$ cat config.mk
export PLATFORM = sky130hd
export DESIGN_NAME = rc_pulse_melody_mode_controller_core
export DESIGN_NICKNAME = d
export VERILOG_FILES = /design/src/rtl/rpmc_pkg.sv /design/src/rtl/rc_pulse_melody_mode_controller_core.sv /design/src/rtl/rpmc_front.sv /design/src/rtl/rpmc_queue.sv /design/src/rtl/rpmc_back.sv
export SDC_FILE = /design/constraint.sdc
export NUM_CORES = 1
export LEC_CHECK = 0
export BUFFER_PORTS_ARGS = -buffer_cell sky130_fd_sc_hd__buf_2
export CAP_MARGIN = 20
export CORE_MARGIN = 2
export CORE_UTILIZATION = 28
export CTS_CLUSTER_SIZE = 30
export DETAILED_ROUTE_END_ITERATION = 16
export PLACE_DENSITY_LB_ADDON = 0.1
export REMOVE_ABC_BUFFERS = 1
export SYNTH_ARGS = -nofsm -noshare
export SYNTH_HDL_FRONTEND = slang
export SYNTH_HIERARCHICAL = 1
export SYNTH_SLANG_ARGS = --single-unit
export TNS_END_PERCENT = 1
$ cat constraint.sdc
create_clock -name clk_i -period 3.6 [get_ports clk_i]
set_clock_uncertainty 0.1 [all_clocks]
set_input_delay 0.72 -clock clk_i [delete_from_list [all_inputs] [get_ports clk_i]]
set_output_delay 0.72 -clock clk_i [all_outputs]
set_load 0.01 [all_outputs]
$ cat src/rtl/rpmc_pkg.sv
`default_nettype none

package rpmc_pkg;

  // Configuration register indexes.
  localparam logic [2:0] CfgValidWindow  = 3'd0;
  localparam logic [2:0] CfgOffBand      = 3'd1;
  localparam logic [2:0] CfgDefaultBand  = 3'd2;
  localparam logic [2:0] CfgSelectBand   = 3'd3;
  localparam logic [2:0] CfgArmThreshold = 3'd4;
  localparam logic [2:0] CfgCentreWindow = 3'd5;
  localparam logic [2:0] CfgMelodyCount  = 3'd6;

  // Reset values of the configuration registers.
  localparam logic [31:0] RstValidWindow  = 32'd144180000;
  localparam logic [31:0] RstOffBand      = 32'd75367350;
  localparam logic [31:0] RstDefaultBand  = 32'd104859000;
  localparam logic [31:0] RstSelectBand   = 32'd137627450;
  localparam logic [15:0] RstArmThreshold = 16'd1700;
  localparam logic [31:0] RstCentreWindow = 32'd104859000;
  localparam logic [4:0]  RstMelodyCount  = 5'd4;

  // Buzzer mode codes.
  localparam logic [1:0] ModeOff    = 2'd0;
  localparam logic [1:0] ModeCustom = 2'd1;
  localparam logic [1:0] ModeError  = 2'd2;

  // The default melody.
  localparam logic [3:0] DefaultIndex = 4'd1;

  // Depth of the queue between classifier and executor.
  localparam int unsigned QDepth = 2;

  typedef struct packed {
    logic [31:0] valid_window;
    logic [31:0] off_band;
    logic [31:0] default_band;
    logic [31:0] select_band;
    logic [15:0] arm_threshold;
    logic [31:0] centre_window;
    logic [4:0]  count;        // effective melody count, already limited
  } cfg_t;

  // One classified item as the executor sees it.
  typedef struct packed {
    logic        in_valid;     // mode pulse inside the valid window
    logic        in_off;
    logic        in_default;
    logic        in_select;
    logic        choose_high;  // choose pulse above the arm threshold
    logic        in_centre;
    logic [3:0]  start_index;  // stored index, zero when out of range
    logic [15:0] choose_pulse;
  } item_t;

endpackage

`default_nettype wire

$ cat src/rtl/rc_pulse_melody_mode_controller_core.sv
`default_nettype none

// RC pulse melody mode controller. Each transfer in carries one pair of RC pulse
// widths (mode and melody-select channel) and the melody index held in
// nonvolatile storage; each yields exactly one result transfer with the buzzer
// mode, a mode-issue flag, the selected melody index, a load flag and a
// storage-write request. Both sides behave like a queue: push/full in,
// empty/pop out. A classifier compares the pulses against the configured
// windows and bands as the item is pushed, a two-entry queue holds the
// classified items, and an executor applies them to the controller state and
// drives a one-entry result register. One item is accepted every cycle while
// full is low. A pushed item is written into the queue and then taken by the
// executor into the result register, from which it is popped; the executor
// updates its state as it takes each item. While the result register is full
// and not popped, the queue absorbs up to two further items before full rises.
// Configuration registers are written through cfg_we_i/cfg_idx_i/cfg_data_i and
// must only change while the block is idle.
module rc_pulse_melody_mode_controller_core #(
  parameter int unsigned MAX_MELODIES = 16
) (
  input  wire logic        clk_i,
  input  wire logic        rst_ni,
  input  wire logic        cfg_we_i,
  input  wire logic [2:0]  cfg_idx_i,
  input  wire logic [31:0] cfg_data_i,
  input  wire logic        push,
  output logic             full,
  input  wire logic [15:0] mode_pulse_i,
  input  wire logic [15:0] choose_pulse_i,
  input  wire logic [7:0]  stored_index_i,
  output logic             empty,
  input  wire logic        pop,
  output logic [1:0]       mode_o,
  output logic             mode_set_o,
  output logic [3:0]       melody_index_o,
  output logic             melody_load_o,
  output logic             store_write_o
);

  // The index is four bits wide, so the count never exceeds sixteen.
  localparam int unsigned CountCap = (MAX_MELODIES < 16) ? MAX_MELODIES : 16;
  localparam logic [4:0]  CountLimit = 5'(CountCap);

  logic [31:0] valid_window_q, off_band_q, default_band_q, select_band_q, centre_window_q;
  logic [15:0] arm_threshold_q;
  logic [4:0]  melody_count_q;

  rpmc_pkg::cfg_t  cfg;
  rpmc_pkg::item_t front_item, queue_item;
  logic            queue_full, queue_valid, back_take, push_ok;

  always_ff @(posedge clk_i or negedge rst_ni) begin
    if (!rst_ni) begin
      valid_window_q  <= rpmc_pkg::RstValidWindow;
      off_band_q      <= rpmc_pkg::RstOffBand;
      default_band_q  <= rpmc_pkg::RstDefaultBand;
      select_band_q   <= rpmc_pkg::RstSelectBand;
      arm_threshold_q <= rpmc_pkg::RstArmThreshold;
      centre_window_q <= rpmc_pkg::RstCentreWindow;
      melody_count_q  <= rpmc_pkg::RstMelodyCount;
    end else if (cfg_we_i) begin
      case (cfg_idx_i)
        rpmc_pkg::CfgValidWindow:  valid_window_q  <= cfg_data_i;
        rpmc_pkg::CfgOffBand:      off_band_q      <= cfg_data_i;
        rpmc_pkg::CfgDefaultBand:  default_band_q  <= cfg_data_i;
        rpmc_pkg::CfgSelectBand:   select_band_q   <= cfg_data_i;
        rpmc_pkg::CfgArmThreshold: arm_threshold_q <= cfg_data_i[15:0];
        rpmc_pkg::CfgCentreWindow: centre_window_q <= cfg_data_i;
        rpmc_pkg::CfgMelodyCount:  melody_count_q  <= cfg_data_i[4:0];
        default: begin
        end
      endcase
    end
  end

  // Everything downstream sees the limited count.
  always_comb begin
    cfg.valid_window  = valid_window_q;
    cfg.off_band      = off_band_q;
    cfg.default_band  = default_band_q;
    cfg.select_band   = select_band_q;
    cfg.arm_threshold = arm_threshold_q;
    cfg.centre_window = centre_window_q;
    cfg.count         = (melody_count_q > CountLimit) ? CountLimit : melody_count_q;
  end

  assign full    = queue_full;
  assign push_ok = push && !queue_full;

  rpmc_front u_front (
    .mode_pulse_i   (mode_pulse_i),
    .choose_pulse_i (choose_pulse_i),
    .stored_index_i (stored_index_i),
    .cfg_i          (cfg),
    .item_o         (front_item)
  );

  rpmc_queue u_queue (
    .clk_i      (clk_i),
    .rst_ni     (rst_ni),
    .wr_en_i    (push_ok),
    .wr_item_i  (front_item),
    .full_o     (queue_full),
    .rd_en_i    (back_take),
    .rd_item_o  (queue_item),
    .rd_valid_o (queue_valid)
  );

  rpmc_back u_back (
    .clk_i          (clk_i),
    .rst_ni         (rst_ni),
    .cfg_i          (cfg),
    .item_valid_i   (queue_valid),
    .item_i         (queue_item),
    .item_take_o    (back_take),
    .empty_o        (empty),
    .pop_i          (pop),
    .mode_o         (mode_o),
    .mode_set_o     (mode_set_o),
    .melody_index_o (melody_index_o),
    .melody_load_o  (melody_load_o),
    .store_write_o  (store_write_o)
  );

endmodule

`default_nettype wire

$ cat src/rtl/rpmc_front.sv
`default_nettype none

module rpmc_front (
  input  wire logic [15:0]   mode_pulse_i,
  input  wire logic [15:0]   choose_pulse_i,
  input  wire logic [7:0]    stored_index_i,
  input  wire rpmc_pkg::cfg_t cfg_i,
  output rpmc_pkg::item_t    item_o
);

  function automatic logic in_open(input logic [15:0] v, input logic [31:0] r);
    in_open = (v > r[15:0]) && (v < r[31:16]);
  endfunction

  function automatic logic in_closed(input logic [15:0] v, input logic [31:0] r);
    in_closed = (v >= r[15:0]) && (v <= r[31:16]);
  endfunction

  always_comb begin
    item_o.in_valid     = in_closed(mode_pulse_i, cfg_i.valid_window);
    item_o.in_off       = in_open(mode_pulse_i, cfg_i.off_band);
    item_o.in_default   = in_open(mode_pulse_i, cfg_i.default_band);
    item_o.in_select    = in_open(mode_pulse_i, cfg_i.select_band);
    item_o.choose_high  = choose_pulse_i > cfg_i.arm_threshold;
    item_o.in_centre    = in_closed(choose_pulse_i, cfg_i.centre_window);
    // An index below the count is below 16, so its low nibble is the whole value.
    if ({3'b000, stored_index_i[7:0]} >= {6'd0, cfg_i.count}) begin
      item_o.start_index = 4'd0;
    end else begin
      item_o.start_index = stored_index_i[3:0];
    end
    item_o.choose_pulse = choose_pulse_i;
  end

endmodule

`default_nettype wire

$ cat src/rtl/rpmc_queue.sv
`default_nettype none

module rpmc_queue (
  input  wire logic            clk_i,
  input  wire logic            rst_ni,
  input  wire logic            wr_en_i,
  input  wire rpmc_pkg::item_t wr_item_i,
  output logic                 full_o,
  input  wire logic            rd_en_i,
  output rpmc_pkg::item_t      rd_item_o,
  output logic                 rd_valid_o
);

  localparam int unsigned PtrW = (rpmc_pkg::QDepth > 1) ? $clog2(rpmc_pkg::QDepth) : 1;
  localparam int unsigned CntW = $clog2(rpmc_pkg::QDepth + 1);
  localparam logic [CntW-1:0] Depth = CntW'(rpmc_pkg::QDepth);
  localparam logic [PtrW-1:0] LastPtr = PtrW'(rpmc_pkg::QDepth - 1);

  rpmc_pkg::item_t mem_q [rpmc_pkg::QDepth];
  logic [PtrW-1:0] wr_ptr_q, rd_ptr_q;
  logic [CntW-1:0] count_q, count_d;

  assign full_o     = (count_q == Depth);
  assign rd_valid_o = (count_q != '0);
  assign rd_item_o  = mem_q[rd_ptr_q];

  always_ff @(posedge clk_i) begin
    if (wr_en_i) begin
      mem_q[wr_ptr_q] <= wr_item_i;
    end
  end

  always_comb begin
    count_d = count_q;
    if (wr_en_i && !rd_en_i) begin
      count_d = count_q + 1'b1;
    end else if (!wr_en_i && rd_en_i) begin
      count_d = count_q - 1'b1;
    end
  end

  always_ff @(posedge clk_i or negedge rst_ni) begin
    if (!rst_ni) begin
      wr_ptr_q <= '0;
      rd_ptr_q <= '0;
      count_q  <= '0;
    end else begin
      count_q <= count_d;
      if (wr_en_i) begin
        wr_ptr_q <= (wr_ptr_q == LastPtr) ? '0 : wr_ptr_q + 1'b1;
      end
      if (rd_en_i) begin
        rd_ptr_q <= (rd_ptr_q == LastPtr) ? '0 : rd_ptr_q + 1'b1;
      end
    end
  end

endmodule

`default_nettype wire

$ cat src/rtl/rpmc_back.sv
`default_nettype none

module rpmc_back (
  input  wire logic            clk_i,
  input  wire logic            rst_ni,
  input  wire rpmc_pkg::cfg_t  cfg_i,
  input  wire logic            item_valid_i,
  input  wire rpmc_pkg::item_t item_i,
  output logic                 item_take_o,
  output logic                 empty_o,
  input  wire logic            pop_i,
  output logic [1:0]           mode_o,
  output logic                 mode_set_o,
  output logic [3:0]           melody_index_o,
  output logic                 melody_load_o,
  output logic                 store_write_o
);

  logic [1:0]  mode_now_q, mode_now_d, mode_before_q, mode_before_d;
  logic        default_q, default_d, entered_q, entered_d, armed_q, armed_d;
  logic [15:0] last_cp_q, last_cp_d;
  logic [3:0]  index_q, index_d;
  logic        set_d, load_d, store_d;
  logic [4:0]  next_index;

  logic        out_valid_q;
  logic [1:0]  out_mode_q;
  logic        out_set_q, out_load_q, out_store_q;
  logic [3:0]  out_index_q;

  // The result register frees up when it is empty or being popped.
  assign item_take_o = item_valid_i && (!out_valid_q || pop_i);

  always_comb begin
    mode_now_d    = mode_now_q;
    mode_before_d = mode_before_q;
    default_d     = default_q;
    entered_d     = entered_q;
    armed_d       = armed_q;
    last_cp_d     = last_cp_q;
    index_d       = index_q;
    set_d         = 1'b0;
    load_d        = 1'b0;
    store_d       = 1'b0;
    next_index    = '0;
    if (!item_i.in_valid) begin
      // Error leaves everything else as it was.
      mode_now_d = rpmc_pkg::ModeError;
      set_d      = 1'b1;
    end else begin
      if (item_i.in_off) begin
        mode_now_d = rpmc_pkg::ModeOff;
        set_d      = 1'b1;
      end else if (item_i.in_default) begin
        if (!default_q) begin
          index_d    = rpmc_pkg::DefaultIndex;
          load_d     = 1'b1;
          mode_now_d = rpmc_pkg::ModeCustom;
          default_d  = 1'b1;
        end
        entered_d = 1'b0;
      end else if (item_i.in_select) begin
        default_d = 1'b0;
        if (!entered_q) begin
          entered_d = 1'b1;
          index_d   = item_i.start_index;
          load_d    = 1'b1;
          set_d     = 1'b1;
        end
        if (item_i.choose_high && (last_cp_q <= cfg_i.arm_threshold)) begin
          armed_d = 1'b1;
        end
        if (item_i.in_centre && armed_d) begin
          armed_d    = 1'b0;
          next_index = {1'b0, index_d} + 5'd1;
          index_d    = (next_index >= cfg_i.count) ? 4'd0 : next_index[3:0];
          store_d    = 1'b1;
          load_d     = 1'b1;
          set_d      = 1'b1;
        end
        last_cp_d  = item_i.choose_pulse;
        mode_now_d = rpmc_pkg::ModeCustom;
      end else if (default_q || entered_q) begin
        default_d  = 1'b0;
        entered_d  = 1'b0;
        mode_now_d = rpmc_pkg::ModeOff;
      end
      if (mode_now_d != mode_before_q) begin
        set_d         = 1'b1;
        mode_before_d = mode_now_d;
      end
    end
  end

  always_ff @(posedge clk_i or negedge rst_ni) begin
    if (!rst_ni) begin
      mode_now_q    <= rpmc_pkg::ModeOff;
      mode_before_q <= rpmc_pkg::ModeOff;
      default_q     <= 1'b0;
      entered_q     <= 1'b0;
      armed_q       <= 1'b0;
      last_cp_q     <= '0;
      index_q       <= '0;
      out_valid_q   <= 1'b0;
    end else begin
      if (item_take_o) begin
        mode_now_q    <= mode_now_d;
        mode_before_q <= mode_before_d;
        default_q     <= default_d;
        entered_q     <= entered_d;
        armed_q       <= armed_d;
        last_cp_q     <= last_cp_d;
        index_q       <= index_d;
        out_valid_q   <= 1'b1;
      end else if (pop_i) begin
        out_valid_q <= 1'b0;
      end
    end
  end

  always_ff @(posedge clk_i) begin
    if (item_take_o) begin
      out_mode_q  <= mode_now_d;
      out_set_q   <= set_d;
      out_index_q <= index_d;
      out_load_q  <= load_d;
      out_store_q <= store_d;
    end
  end

  assign empty_o        = !out_valid_q;
  assign mode_o         = out_mode_q;
  assign mode_set_o     = out_set_q;
  assign melody_index_o = out_index_q;
  assign melody_load_o  = out_load_q;
  assign store_write_o  = out_store_q;

  // A storage request always comes with a fresh load and a mode issue.
  a_store_implies_load: assert property (@(posedge clk_i) disable iff (!rst_ni)
    (out_valid_q && out_store_q) |-> (out_load_q && out_set_q))
    else $error("store request without load and mode issue");

  // The mode register never holds the unused fourth code.
  a_mode_code: assert property (@(posedge clk_i) disable iff (!rst_ni)
    mode_now_q != 2'd3)
    else $error("mode register holds an unused code");

  // An advance leaves an index below the count, or zero.
  a_store_index_range: assert property (@(posedge clk_i) disable iff (!rst_ni)
    (item_take_o && store_d) |=> (index_q == 4'd0 || {1'b0, index_q} < $past(cfg_i.count)))
    else $error("advanced index out of range");

  // Without a transfer in, the executor state stays put.
  a_state_holds: assert property (@(posedge clk_i) disable iff (!rst_ni)
    !item_take_o |=> ($stable(index_q) && $stable(mode_now_q) && $stable(armed_q)))
    else $error("executor state changed without a transfer");

endmodule

`default_nettype wire

==> results.md <==
* Tmin final at 2.98 ns
* Total Wirelength at 42500 um
* Yosys Warn Count at 6
* Worst min path class: primary input to asynchronous set/reset pin
* Clk Latency, worst-skew pair at 0.56 ns
* Non-Filler Instances at 2269
* Die Ht at 243 um
* Clk buf depth at 3
* Cell variety after synth at 68
* Layout Utilization at 32.7%
* Rows at 87
* Vias in the first global route at 11000
* Slowest stage delay, CP at 0.42 ns
* Fraction of layout cells with a size suffix above 1 at 25.6%
* Routability Congestion at 0.791
* Final setup violation count at 0
* RR Startpoint: u_queue/rd_ptr_q$_DFFE_PN0P_
* Port Buf Inserts at 90
* Initial Util at 28.3%
* Fmax at 336 MHz
* Max Slew Vio Count at 0
* Final #Nets at 1765
* Antenna Nets Post-Route at 0
* Initial DRC Count at 317
* Initial antenna violation count at 1
* P_leak at 0.00857 uW
* Critical path peak fanout at 4
* MaxCap Viol Count at 0
* DRC at 0
* Worst-path clk slew at 0.06 ns
* Critical path's slowest cell: dfrtp_1
* Hold_buf cts at 0
* Relative slew margins at 53.8%
* Core area at 56400 um^2
* CTS sink count at 274
* CTS root buf: clkbuf_16
* Die X at 243 um
* Mapped Cells at 1379
* CP most frequent cell: ha_1
* Avg Cell Area, Syn at 11.6 um^2
* GRT overflow at 0
* WL/cell at 18.7 um
* Register bit total from synthesis at 274
* Placed Instances at 2202
* Final HPWL DP at 30900 um
* Leading register cell type out of synthesis: dfrtp_1
* Final period util at 82.7%
* CTS tree: done
* Crit path required time at 3.89 ns
* Area Overhead vs Synth at 15.4%
* VDD IR max at 0.000322 V
* Setup_tns at 0 ns
* Die area at 59000 um^2
* Post-CTS Resized at 0
* Final WS setup at 0.624 ns
* Largest net degree at the start of global routing at 75
* Worst Tran Pin Value at 0.693 ns
* R2R depth at 11
* First-pass GRT wire length at 66500 um
* Total GRT Usage at 14.9%
* RR Endpoint: u_back/melody_index_o[2]$_DFFE_PP_
* Vias at 10300
* H-tree levels at 2
* DRT Pass-1 Iters at 6
* Post-CTS setup buffer count at 0
* Post-synth EDFFs at 61
* Worst reg2reg setup slack at 0.62 ns
* CTS Buf Count at 36
* Ports at 91
* Crit. End Element: register
* Vias per cell at 4.52
* Syn Std Cell Area at 16000 um^2
* Status: completed
* Final Hold Fails at 0
* Kind of critical path: register to register
* Register area share after synthesis at 45.3%
* Pre-CTS setup slack at 0.682 ns
* Critical path cell sequence: mux2_4 -> mux2i_1 -> inv_1 -> ha_1 -> ha_1 -> a21o_1 -> a21oi_1 -> o21ai_0 -> nor2_1 -> a2bb2oi_1 -> o211ai_1
* Ys async rst share at 77.7%
* Power Density at 647 nW/um^2
* CP Data Arrival Time at 3.27 ns
* RSZ-0062 raised after global routing: no
* Crit path launch type: register
* Fillers at 5803
* Fin Hold WS at 0.0641 ns
synth_stat cells (3+ instances only):
master / count / area, um^2
a211oi_1: 8 / 60.1
a21o_1: 26 / 195
a21oi_1: 77 / 385
a221oi_1: 9 / 78.8
a2bb2oi_1: 3 / 26.3
and2_1: 4 / 25.0
and4_1: 3 / 26.3
buf_2: 9 / 45.0
buf_4: 17 / 128
buf_6: 6 / 67.6
buf_8: 6 / 90.1
clkbuf_1: 6 / 22.5
dfrtp_1: 157 / 3930
dfstp_2: 56 / 1470
edfxtp_1: 61 / 1830
ha_1: 201 / 2510
inv_1: 205 / 769
mux2_1: 64 / 721
mux2_2: 127 / 1430
mux2_4: 19 / 285
mux2i_1: 4 / 40.0
nand2_1: 99 / 372
nand2b_1: 10 / 62.6
nand3_1: 17 / 85.1
nand4_1: 30 / 188
nand4b_1: 3 / 26.3
nor2_1: 19 / 71.3
nor2b_1: 24 / 150
nor3_1: 8 / 40.0
nor3b_1: 3 / 22.5
nor4_1: 6 / 37.5
o211ai_1: 12 / 90.1
o21a_1: 4 / 30.0
o21ai_0: 21 / 105
o21ai_1: 4 / 20.0
xnor2_1: 5 / 43.8
xor2_1: 4 / 35.0
cell families (layout without fill, tap and decap cells):
| group | count (synthesis) | in the layout | share of synthesized area [%] |
|---|---|---|---|
| other | 0 | 1 | 0 |
| AND/OR/NAND/NOR | 240 | 240 | 7.92 |
| multiplexers | 214 | 214 | 15.5 |
| AO/OA/AOI/OAI | 189 | 189 | 7.78 |
| flip-flops | 274 | 274 | 45.3 |
| XOR/XNOR | 9 | 9 | 0.493 |
| adder cells (fa/ha/maj) | 201 | 201 | 15.7 |
| buffers and inverters | 252 | 385 | 7.30 |
metal layers:
metal	up-vias	track usage [%]	part of all wire, %
met4	0	4.08	2.3
met5	-	0	0
met1	5008	19.0	46
li1	5066	-	-
met3	52	2.66	2.7
met2	126	25.7	49
how the worst max path moves through the flow:
stage / startpoint / to / slack, ns / depth (start not counted)
after floorplan: cfg_idx_i[2] / default_band_q[0]$_DFFE_PN0P_ / -1.12 / 2
after global placement: u_queue/rd_ptr_q$_DFFE_PN0P_ / u_back/melody_index_o[2]$_DFFE_PP_ / 0.68 / 11
after detailed placement: mode_pulse_i[15] / u_queue/mem_q[1][23]$_DFFE_PP_ / 0.68 / 7
after CTS: u_queue/rd_ptr_q$_DFFE_PN0P_ / u_back/melody_index_o[2]$_DFFE_PP_ / 0.65 / 11
after global routing: u_queue/rd_ptr_q$_DFFE_PN0P_ / u_back/melody_index_o[2]$_DFFE_PP_ / 0.30 / 12
final: u_queue/rd_ptr_q$_DFFE_PN0P_ / u_back/melody_index_o[2]$_DFFE_PP_ / 0.62 / 11
metrics by stage:
| step | cell area [um^2] | total power, uW |
|---|---|---|
| 3_3_place_gp | 17200 | 8350 |
| 4_1_cts | 18400 | 12200 |
| 3_5_place_dp | 17200 | 8400 |
| 2_1_floorplan | 15600 | 7080 |
| 5_1_grt | 18400 | 12900 |
| 6_report | 18400 | 11900 |
cells in the final DEF, fill, tap and decap left out, types with 19 or more instances in the layout:
cell type	Yosys	final
inv_1	205	205
ha_1	201	201
dfrtp_1	157	157
mux2_2	127	127
nand2_1	99	99
buf_2	9	89
a21oi_1	77	77
mux2_1	64	64
edfxtp_1	61	61
dfstp_2	56	56
clkbuf_16	0	37
nand4_1	30	30
a21o_1	26	26
nor2b_1	24	23
o21ai_0	21	21
buf_4	17	20
nor2_1	19	19
mux2_4	19	19
layout make-up:
cell class	count	area, um^2	area share, %
antenna	1	2.50	0.0136
clock buffer	58	1090	5.94
clock inverter	8	100	0.543
inverter	206	773	4.20
multi-input combinational	853	7610	41.3
sequential	274	7230	39.2
tap	756	946	5.13
timing repair buffer	113	671	3.64
report_power, final:
group | internal [uW] | switching [uW] | total [uW]
registers | 4140 | 403 | 4540
clock network | 2230 | 1430 | 3650
logic | 1680 | 2050 | 3730
worst max-delay path: cells and delay by family, from the launching register on:
family	cells	cell delay [ns]
adders and majority gates	2	0.65
DFF	1	0.42
buffers and inverters	1	0.08
AOI/OAI and AO/OA	5	0.73
and+or+nand+nor	1	0.22
muxes	2	0.62
state kept, by name, indices dropped and copies added, names as in the netlist, 2 cells and up:
signal and flops:
centre_window_q 32, u_back/melody_index_o 4, u_back/mode_now_q 2, off_band_q 32
melody_count_q 5, valid_window_q 32, u_back/index_q 4, default_band_q 32
select_band_q 32, arm_threshold_q 16, u_back/last_cp_q 16, u_back/mode_before_q 2
u_back/mode_o 2, u_queue/count_q 2, u_queue/mem_q 52
No activity file was read; power rests on OpenSTA's default activity.
